`config.mk`:
```
export PLATFORM = sky130hd
export DESIGN_NAME = windowed_sample_averager
export DESIGN_NICKNAME = d
export VERILOG_FILES = /design/src/hw/rtl/wsa_pkg.sv /design/src/hw/rtl/windowed_sample_averager.sv /design/src/hw/rtl/wsa_divider.sv
export SDC_FILE = /design/constraint.sdc
export NUM_CORES = 2
export LEC_CHECK = 0
export BUFFER_PORTS_ARGS = -buffer_cell sky130_fd_sc_hd__buf_2
export CORE_MARGIN = 2
export CORE_UTILIZATION = 55
export DETAILED_ROUTE_END_ITERATION = 8
export GPL_TIMING_DRIVEN = 0
export PLACE_DENSITY_LB_ADDON = 0.08
export SETUP_SLACK_MARGIN = 0.02
export SKIP_CTS_REPAIR_TIMING = 1
export SLEW_MARGIN = 20
export SYNTH_ARGS = -nofsm -noshare
export SYNTH_HDL_FRONTEND = slang
export SYNTH_SLANG_ARGS = --single-unit
```
`constraint.sdc`:
```
create_clock -name clk -period 6.5 [get_ports clk]
set_input_delay 1.3 -clock clk [delete_from_list [all_inputs] [get_ports clk]]
set_output_delay 1.3 -clock clk [all_outputs]
set_load 0.05 [all_outputs]
```
`src/hw/rtl/wsa_pkg.sv`:
```
package wsa_pkg;

    localparam int CFG_DATA_BITS  = 7;
    localparam int CFG_INDEX_BITS = 1;

    localparam logic [CFG_INDEX_BITS-1:0] REG_WINDOW_SIZE  = 1'd0;
    localparam logic [CFG_INDEX_BITS-1:0] REG_SLIDING_MODE = 1'd1;

    typedef struct packed {
        logic busy;
        logic done;
    } div_status_t;

endpackage

```
`src/hw/rtl/windowed_sample_averager.sv`:
```
// Moving average of signed Q8.8 samples over a window of up to WINDOW_MAX entries.
// Samples arrive on the sample channel (sample_valid, sample_ready, sample) and means
// leave on the mean channel (mean_valid, mean_ready, mean), each a valid/ready request.
// Configuration is written through cfg_we, cfg_index and cfg_data: index 0 sets the
// window size and index 1 selects sliding mode; either write restarts the averaging.
// In block mode one mean leaves for every window of samples, in sliding mode one mean
// leaves for every sample, taken over the samples gathered so far until the window fills.
// When a sample is taken the ring entry at its position is read; the update state then
// writes the ring, updates the running sum and starts a bit-serial restoring divider;
// the divide state waits for the quotient and the deliver state loads it into the
// output register, which raises mean_valid. The block takes no new sample until it is
// through with the last one, and a sample that yields no mean returns the block to idle
// straight after the update state.
// A finished mean waits in the output register while the next sample is taken; if the
// receiver still stalls when the following mean is ready, the block holds that mean
// and accepts no sample until the register frees.
// Reset sets a window of one in block mode and clears the sum, count and write position;
// the ring itself needs no clearing, as only entries written since a restart are read.
module windowed_sample_averager #(
    parameter int WINDOW_MAX  = 64,
    parameter int SAMPLE_BITS = 16
) (
    input  logic                                   clk,
    input  logic                                   rst_n,
    input  logic                                   cfg_we,
    input  logic [wsa_pkg::CFG_INDEX_BITS-1:0]     cfg_index,
    input  logic [wsa_pkg::CFG_DATA_BITS-1:0]      cfg_data,
    input  logic                                   sample_valid,
    output logic                                   sample_ready,
    input  logic signed [SAMPLE_BITS-1:0]          sample,
    output logic                                   mean_valid,
    input  logic                                   mean_ready,
    output logic signed [SAMPLE_BITS-1:0]          mean
);

    localparam int PW = $clog2(WINDOW_MAX);
    localparam int NW = $clog2(WINDOW_MAX + 1);
    localparam int SW = SAMPLE_BITS + $clog2(WINDOW_MAX);

    typedef enum logic [1:0] {
        ST_IDLE,
        ST_UPDATE,
        ST_DIVIDE,
        ST_DELIVER
    } state_t;

    state_t                              state_reg;
    logic [wsa_pkg::CFG_DATA_BITS-1:0]   win_size_reg;
    logic                                sliding_reg;
    logic [PW-1:0]                       wp_reg;
    logic [PW-1:0]                       pos_reg;
    logic [NW-1:0]                       fill_reg;
    logic signed [SW-1:0]                sum_reg;
    logic signed [SAMPLE_BITS-1:0]       sample_reg;
    logic                                neg_reg;
    logic                                mean_valid_reg;
    logic signed [SAMPLE_BITS-1:0]       mean_reg;

    logic [SAMPLE_BITS-1:0]              ring_mem [WINDOW_MAX];
    logic [SAMPLE_BITS-1:0]              rd_data_reg;

    logic [NW-1:0]                       n_eff;
    logic [PW-1:0]                       pos_start;
    logic [PW-1:0]                       pos_next;
    logic signed [SW-1:0]                sample_ext;
    logic signed [SW-1:0]                old_ext;
    logic signed [SW-1:0]                sum_upd;
    logic [NW-1:0]                       fill_upd;
    logic                                emit;
    logic [NW-1:0]                       divisor;
    logic [SW-1:0]                       magnitude;
    logic                                div_start;
    logic [SW-1:0]                       div_quo;
    wsa_pkg::div_status_t                div_stat;
    logic [SW-1:0]                       result;
    logic                                sample_take;

    always_comb
    begin
        if (win_size_reg == '0)
        begin
            n_eff = NW'(1);
        end
        else if (int'(win_size_reg) > WINDOW_MAX)
        begin
            n_eff = NW'(WINDOW_MAX);
        end
        else
        begin
            n_eff = NW'(win_size_reg);
        end
    end

    assign pos_start   = (NW'(wp_reg) >= n_eff) ? '0 : wp_reg;
    assign pos_next    = ((NW'(pos_reg) + NW'(1)) >= n_eff) ? '0 : pos_reg + PW'(1);
    assign sample_ext  = {{(SW - SAMPLE_BITS){sample_reg[SAMPLE_BITS-1]}}, sample_reg};
    assign old_ext     = {{(SW - SAMPLE_BITS){rd_data_reg[SAMPLE_BITS-1]}}, rd_data_reg};

    // Once the window is full in sliding mode, the oldest sample leaves the running sum.
    always_comb
    begin
        sum_upd  = sum_reg + sample_ext;
        fill_upd = fill_reg + NW'(1);
        if (sliding_reg && (fill_reg >= n_eff))
        begin
            sum_upd  = sum_reg + sample_ext - old_ext;
            fill_upd = fill_reg;
        end
        emit      = sliding_reg || (fill_upd >= n_eff);
        divisor   = sliding_reg ? fill_upd : n_eff;
        if (divisor == '0)
        begin
            divisor = NW'(1);
        end
        magnitude = sum_upd[SW-1] ? SW'(-sum_upd) : SW'(sum_upd);
    end

    assign sample_ready = (state_reg == ST_IDLE) && !cfg_we;
    assign sample_take  = sample_valid && sample_ready;
    assign div_start    = (state_reg == ST_UPDATE) && emit;
    assign result       = neg_reg ? SW'(-div_quo) : div_quo;

    wsa_divider #(
        .DIVIDEND_BITS (SW),
        .DIVISOR_BITS  (NW)
    ) u_divider (
        .clk      (clk),
        .rst_n    (rst_n),
        .start    (div_start),
        .dividend (magnitude),
        .divisor  (divisor),
        .quotient (div_quo),
        .status   (div_stat)
    );

    always_ff @(posedge clk)
    begin
        if (state_reg == ST_UPDATE)
        begin
            ring_mem[pos_reg] <= sample_reg;
        end
        rd_data_reg <= ring_mem[pos_start];
    end

    always_ff @(posedge clk or negedge rst_n)
    begin
        if (!rst_n)
        begin
            state_reg      <= ST_IDLE;
            win_size_reg   <= wsa_pkg::CFG_DATA_BITS'(1);
            sliding_reg    <= 1'b0;
            wp_reg         <= '0;
            pos_reg        <= '0;
            fill_reg       <= '0;
            sum_reg        <= '0;
            sample_reg     <= '0;
            neg_reg        <= 1'b0;
            mean_valid_reg <= 1'b0;
            mean_reg       <= '0;
        end
        else
        begin
            if (mean_valid_reg && mean_ready && (state_reg != ST_DELIVER))
            begin
                mean_valid_reg <= 1'b0;
            end
            unique case (state_reg)
                ST_IDLE:
                begin
                    if (cfg_we)
                    begin
                        if (cfg_index == wsa_pkg::REG_WINDOW_SIZE)
                        begin
                            win_size_reg <= cfg_data;
                        end
                        else
                        begin
                            sliding_reg <= cfg_data[0];
                        end
                        wp_reg   <= '0;
                        fill_reg <= '0;
                        sum_reg  <= '0;
                    end
                    else if (sample_take)
                    begin
                        sample_reg <= sample;
                        pos_reg    <= pos_start;
                        state_reg  <= ST_UPDATE;
                    end
                end
                ST_UPDATE:
                begin
                    wp_reg <= pos_next;
                    if (emit)
                    begin
                        neg_reg   <= sum_upd[SW-1];
                        state_reg <= ST_DIVIDE;
                    end
                    else
                    begin
                        state_reg <= ST_IDLE;
                    end
                    if (emit && !sliding_reg)
                    begin
                        sum_reg  <= '0;
                        fill_reg <= '0;
                    end
                    else
                    begin
                        sum_reg  <= sum_upd;
                        fill_reg <= fill_upd;
                    end
                end
                ST_DIVIDE:
                begin
                    if (div_stat.done)
                    begin
                        state_reg <= ST_DELIVER;
                    end
                end
                ST_DELIVER:
                begin
                    if (!mean_valid_reg || mean_ready)
                    begin
                        mean_reg       <= result[SAMPLE_BITS-1:0];
                        mean_valid_reg <= 1'b1;
                        state_reg      <= ST_IDLE;
                    end
                end
                default:
                begin
                    state_reg <= ST_IDLE;
                end
            endcase
        end
    end

    assign mean_valid = mean_valid_reg;
    assign mean       = mean_reg;

    assert property (@(posedge clk) disable iff (!rst_n)
        div_start |-> !div_stat.busy)
        else $error("Divider started while still busy.");

    assert property (@(posedge clk) disable iff (!rst_n)
        div_stat.done |-> (state_reg == ST_DIVIDE))
        else $error("Divider finished outside the divide phase.");

    assert property (@(posedge clk) disable iff (!rst_n)
        fill_reg <= n_eff)
        else $error("Sample count exceeds the window size.");

    assert property (@(posedge clk) disable iff (!rst_n)
        NW'(wp_reg) < n_eff)
        else $error("Write position lies outside the window.");

endmodule

```
`src/hw/rtl/wsa_divider.sv`:
```
module wsa_divider #(
    parameter int DIVIDEND_BITS = 22,
    parameter int DIVISOR_BITS  = 7
) (
    input  logic                     clk,
    input  logic                     rst_n,
    input  logic                     start,
    input  logic [DIVIDEND_BITS-1:0] dividend,
    input  logic [DIVISOR_BITS-1:0]  divisor,
    output logic [DIVIDEND_BITS-1:0] quotient,
    output wsa_pkg::div_status_t     status
);

    localparam int COUNT_BITS = $clog2(DIVIDEND_BITS + 1);

    logic [DIVIDEND_BITS-1:0] quo_reg;
    logic [DIVISOR_BITS-1:0]  rem_reg;
    logic [DIVISOR_BITS-1:0]  div_reg;
    logic [COUNT_BITS-1:0]    count_reg;
    logic                     busy_reg;
    logic                     done_reg;

    logic [DIVISOR_BITS:0]    trial;
    logic                     fits;
    logic [DIVISOR_BITS-1:0]  rem_next;

    // One quotient bit is settled per cycle by a restoring step.
    always_comb
    begin
        trial    = {rem_reg, quo_reg[DIVIDEND_BITS-1]};
        fits     = (trial >= {1'b0, div_reg});
        rem_next = fits ? DIVISOR_BITS'(trial - {1'b0, div_reg}) : trial[DIVISOR_BITS-1:0];
    end

    always_ff @(posedge clk or negedge rst_n)
    begin
        if (!rst_n)
        begin
            busy_reg  <= 1'b0;
            done_reg  <= 1'b0;
            count_reg <= '0;
        end
        else
        begin
            done_reg <= 1'b0;
            if (start)
            begin
                busy_reg  <= 1'b1;
                count_reg <= COUNT_BITS'(DIVIDEND_BITS);
            end
            else if (busy_reg)
            begin
                count_reg <= count_reg - COUNT_BITS'(1);
                if (count_reg == COUNT_BITS'(1))
                begin
                    busy_reg <= 1'b0;
                    done_reg <= 1'b1;
                end
            end
        end
    end

    always_ff @(posedge clk)
    begin
        if (start)
        begin
            quo_reg <= dividend;
            rem_reg <= '0;
            div_reg <= divisor;
        end
        else if (busy_reg)
        begin
            quo_reg <= {quo_reg[DIVIDEND_BITS-2:0], fits};
            rem_reg <= rem_next;
        end
    end

    assign quotient    = quo_reg;
    assign status.busy = busy_reg;
    assign status.done = done_reg;

endmodule
```
======== Word level (Yosys, flattened, before mapping) ========
Memory sizes are Yosys's and may differ from the RTL's. A register that Yosys moved wholly into a read port is not among the register bits.
Cells that the tools add are included.
word-level totals
  flip-flop bits (word level) ............. 128
  bits in writable memories ............... 1024
  input bits .............................. 29
  output and inout port bits .............. 18
  word-level logic and storage cells ...... 108
  memories ................................ 1
memories
  name      words  bits a word  read ports  clocked after Yosys merged registers in  write ports  line                            text
  ring_mem  64     16           1           1                                        1            windowed_sample_averager.sv:59  logic [SAMPLE_BITS-1:0] ring_mem [WINDOW_MAX];
cells by class
  $add $sub $neg .......................... 9
  order comparisons ....................... 6
  equal/unequal tests ..................... 10
  multiplexer cells ....................... 39
  bitwise gates (word level) .............. 2
  reduce and logical (&&, ||, !) cells .... 24
operator list
  operator             number
  $mux 22              6
  $mux 7               7
  $pmux 22 s2          1
  $add 22x16->22       1
  $neg 22->22          1
  $sub 22x16->22       1
  $ge 7x7->1           3
  $mux 6               3
  $mux 16              1
  $neg 16->16          1
  $logic_not 7->1      2
  $pmux 7 s2           1
  $pmux 6 s2           1
  $mux 1               11
  $mux 2               5
  $mux 5               2
  $ne 2x2->1 const B   5
  $reduce_and 3->1     3
  $ge 8x7->1           1
  $pmux 2 s4           1
  $add 6x1->7 const B  1
  $add 7x1->7 const B  1
  $ge 6x7->1           1
  $gt 7x7->1 const B   1
  15 further kinds     29

======== Logic depth before layout (Yosys ltp) ========
  depth after elaboration ................. 11
  gate-level depth with buffers ........... 23
  gate-level depth less buffers ........... 20

======== Cells and area by module ========
From an unflattened synthesis, not the netlist that was laid out.
second synthesis, totals
  cell total of the unflattened synthesis .. 3225
  area total of the unflattened synthesis .. 49934.1 µm²
by module, submodules not included
  module                    times used  cells an instance  area each (µm²)
  windowed_sample_averager  1           3037               47641.9
  wsa_divider               1           188                2292.2

======== Worst setup path after synthesis ========
OpenSTA, ideal clock, no wires.
  kind .................................... flip-flop to flip-flop
  from .................................... reg sample_reg[0]
  to ...................................... reg u_divider.quo_reg[19], in the netlist u_divider.quotient[19] (data pin)
  data arrival time ....................... 5.532 ns
  path slack .............................. 0.707 ns
  cell stages (with the launch flop) ...... 23
  buffers on the path ..................... 2
  period minus slack after synthesis ...... 5.793 ns
  cell sequence ........................... dfrtp_1 > ha_1 > inv_1 > fa_1 > nor2b_4 > o31ai_2 > a31oi_2 > a2111oi_4 > o21a_1 > or2_2 > ha_1 > clkbuf_1 > a211oi_1 > nor2_1 > nor4b_1 > a211oi_1 > o211ai_1 > a211oi_1 > o21a_1 > nor2_1 > clkbuf_1 > o21ai_0 > a221o_1
between the ends
  longest elaborated chain between the ends .. 6
ends and longest elaborated chain
  item                      line                                                              text
  start: declaration        windowed_sample_averager.sv:54                                    logic signed [SAMPLE_BITS-1:0] sample_reg;
  start signal: assignment  windowed_sample_averager.sv:186                                   sample_reg <= sample;
  $add 22x16->22 *          windowed_sample_averager.sv:102, windowed_sample_averager.sv:106
  $sub 22x16->22            windowed_sample_averager.sv:106                                   sum_upd = sum_reg + sample_ext - old_ext;
  $mux 22 *                 windowed_sample_averager.sv:104                                   if (sliding_reg && (fill_reg >= n_eff))
  $neg 22->22               windowed_sample_averager.sv:115                                   magnitude = sum_upd[SW-1] ? SW'(-sum_upd) : SW'(sum_upd);
  $mux 22 *                 windowed_sample_averager.sv:115
  $mux 22 *                 wsa_divider.sv:65                                                 if (start)
  end signal: assignment    wsa_divider.sv:67                                                 quo_reg <= dividend;
  end signal: assignment    wsa_divider.sv:73                                                 quo_reg <= {quo_reg[DIVIDEND_BITS-2:0], fits};
  end: declaration          wsa_divider.sv:16                                                 logic [DIVIDEND_BITS-1:0] quo_reg;
Mark *: on every way between the ends. The rest lies on a longest branch, timed or not.
A chain may end at the register's enable or synchronous reset.

======== Worst setup path in the final report ========
  from .................................... reg wp_reg[0]
  to ...................................... reg rd_data_reg[13], read port of ring_mem
between the ends
  longest elaborated chain between the ends .. 2
ends and longest elaborated chain
  item                      line                             text
  start: declaration        windowed_sample_averager.sv:50   logic [PW-1:0] wp_reg;
  start signal: assignment  windowed_sample_averager.sv:193  wp_reg <= pos_next;
  $ge 6x7->1                windowed_sample_averager.sv:94   assign pos_start = (NW'(wp_reg) >= n_eff) ? '0 : wp_reg;
  $mux 6 *                  windowed_sample_averager.sv:94
  end: declaration          windowed_sample_averager.sv:60   logic [SAMPLE_BITS-1:0] rd_data_reg;
Marks and branches as above.

==> summary.txt <==
Outcome
  • Status: finished, final reports clean

Setup path
  • Critical path endpoint category: flip-flop
  • Critical path startpoint category: flip-flop
  • Critical Path Source: wp_reg[0]
  • Worst path arrival time: 7.09 ns
  • Crit Path Max Fanout: 10
  • R2r setup slk: approximately 0.022 ns
  • Crit-path max cell delay: about 0.59 ns
  • Cell mode on critical path: clkbuf_1
  • R2r startpoint: wp_reg[0]
  • CP Class: reg -> reg
  • Crit-path cells: clkbuf_4, clkbuf_4, clkinv_1, clkbuf_1, ha_1, nand2b_1, a21o_1, a21o_1, a21oi_2, o21ai_0, clkbuf_1, nor2_2, clkbuf_2, clkbuf_1, a21oi_1, o22ai_1, a22oi_1, nand3_1
  • CP Data Required Time: ~7 ns
  • Worst path slowest cell: clkbuf_1

Logic synthesis
  • Ys flop type: edfxtp_1
  • Synth warnings: 0
  • EDFF count, synth: about 1100
  • Most common cell in the netlist: edfxtp_1
  • Top cell type's share of synthesized area: between 60 and 70%
  • Post-synthesis cell count: between 3000 and 4000
  • Mean post-synth cell area: 14.9 um2
  • Yosys cell types: 83
  • Synth Cell Area: roughly 50000 um2
  • Yosys reg bits: between 1000 and 1500
  • Syn_nets: about 3500
  • Dominant cells by area after synthesis: edfxtp_1 (64%), mux4_2 (5.8%), dfrtp_1 (4.6%), a21oi_1 (2.1%), ha_1 (2.1%)
  • Register area share after synthesis: between 60% and 70%
  • Asr flop ratio synth: a little under 8%
  • Synth area leader: edfxtp_1
  • Synth top cells by count: edfxtp_1 (1053), nor2_1 (253), a21oi_1 (213)

Global route
  • Total grt overflow: 0
  • First-pass GRT wire length: between 200000 and 250000 um
  • Largest net degree at the start of global routing: between 60 and 70
  • Initial antenna violation count: 9
  • Vias in the first global route: around 31000
  • Tot GR Track Use: a little under a third

Routing
  • DR vias: 32068
  • DR WL/cell: between 30 and 40 um
  • Initial DRC count: ~4200
  • Routed Wire Length: roughly 150000 um
  • DRC: 0
  • Vias per cell: ~6.6
  • DRT antenna net count: 0
  • DR pass1 iterations: 5

STA
  • RSZ-0062 raised after global routing: false
  • Fin. max-slew vios: 0
  • Final Critical Period: roughly 6.5 ns
  • Final worst slack: approximately 0.022 ns
  • Fmax achieved: ~0.15 GHz
  • Slew margin rel.: ~18%
  • Final Hold Fails: 0
  • Clk_skew: around 0.027 ns
  • Final setup fails: 0
  • Period utilization: between 90% and 100%
  • Total negative slack: 0 ns
  • Worst-Margin Slew: 1.23 ns

Layout
  • Ratio of cells with drive above 1 in the final layout: between 10% and 20%
  • # nets final: 3707
  • Util after Layout: about 63%
  • Max FFs per register: 1024
  • Area Overhead vs Synth: 14.2%
  • ANT cells: 0
  • Design Area, Final: 56800 um2

Placement
  • Port Buf Inserts: 46
  • GPL Wtd Cong: 0.955
  • Dpl cell area: 52800 um2
  • DP HPWL: slightly above 100000 um
  • Pre-CTS setup slack: -1.40 ns

Floorplan
  • Die H: 305 um
  • Initial core utilization: 55.4%
  • Core Region: ~90000 um2
  • Width of the die: around 300 um
  • # rows: 110
  • I/O pins: 47
  • Die area: ~93000 um2

Power
  • Pwr Total: 27300 uW
  • Leakage: between 0.015 and 0.02 uW
  • Power Density: roughly 480 nW/um2
  • VDD IR max: about 0.00035 V

CTS
  • Clk sinks: about 1200
  • Num CTS Buffers: roughly 120
  • Clock-pin slew on the worst setup and hold paths: roughly 0.06 ns
  • CTS Root Cell: clkbuf_16
  • CTS tree: done
  • Worst-Skew Late Latency: around 0.74 ns
  • H-Tree Level Count: 3
  • CTS max path bufs: 3

Hold path
  • Min-delay src: u_divider.rem_reg[6]
  • HP Class: reg -> reg

Job
  • Max cap viols: 0
-- routing by layer --
layer,share of wire (%),GRT usage [%]
met2,46,48.7
met5,0.027,0
met3,9.8,5.90
met4,4.0,10.8
met1,40,45.1
-- final timing paths --
path,to,depth (start not counted)
setup reg to reg,rd_data_reg[13],18
hold reg to reg,u_divider.rem_reg[6],2
max in group asynchronous,win_size_reg[0],2
min in group asynchronous,sum_reg[6],1
setup / recovery,rd_data_reg[13],18
hold / removal,u_divider.rem_reg[6],2
-- layout make-up --
type	instances	area (um2)
fill	6511	33100
timing repair buffer	126	1370
buffer	205	847
inverter	91	342
clock inverter	69	706
sequential	1168	34400
clock buffer	148	3130
multi-input combinational	1884	14500
tap	1176	1470
-- critical path: cells and delay by family (launching register included) --
| kind | cells | cell delay, ns |
|---|---|---|
| AND/OR/NAND/NOR | 3 | 0.88 |
| flip-flops | 1 | 0.47 |
| adder cells (fa/ha/maj) | 1 | 0.35 |
| buffers and inverters | 7 | 2.93 |
| AO/OA/AOI/OAI | 7 | 1.70 |
-- report_power, final --
| group | total (uW) | switching, uW | leakage [uW] | internal (uW) |
|---|---|---|---|---|
| clock network | 6740 | 2920 | 0.00187 | 3820 |
| registers | 10600 | 914 | 0.0108 | 9680 |
| logic | 9950 | 6610 | 0.00649 | 3330 |
-- stage by stage --
step                      hold WS (ns)  std cells
after floorplan                  0.447       3349
after global placement           0.466       4571
after detailed placement         0.461       4646
after CTS                        0.472       4863
after global routing             0.501       4867
final                            0.474       4867
-- cell usage in the layout (no fill, tap or decap), drive strengths merged, types with 52 or more instances in the layout --
cell type  synthesis  final
mux4             129    129
nor2             253    253
clkinv             2     53
o31ai             76     76
buf               34    152
dfrtp             91     91
a211oi            52     52
edfxtp          1053   1053
clkbuf           172    327
o21ai            108    108
ha                82     82
nor3              73     73
o22ai            127    127
nand2            166    166
o22a              64     64
a21oi            215    215
inv               89     92
-- cell families (layout without fill, tap and decap cells) --
group                      count (synthesis)  in the layout  share of synthesized area, %
DFF                                     1168           1168                          69.1
buffers and inverters                    297            639                          2.31
AOI/OAI and AO/OA                        868            868                          11.8
adders and majority gates                 85             85                          2.18
xor gates and xnor gates                  67             67                          1.18
muxes                                    203            203                          7.40
and+or+nand+nor                          661            661                          6.06
No activity file was read; power rests on OpenSTA's default activity.
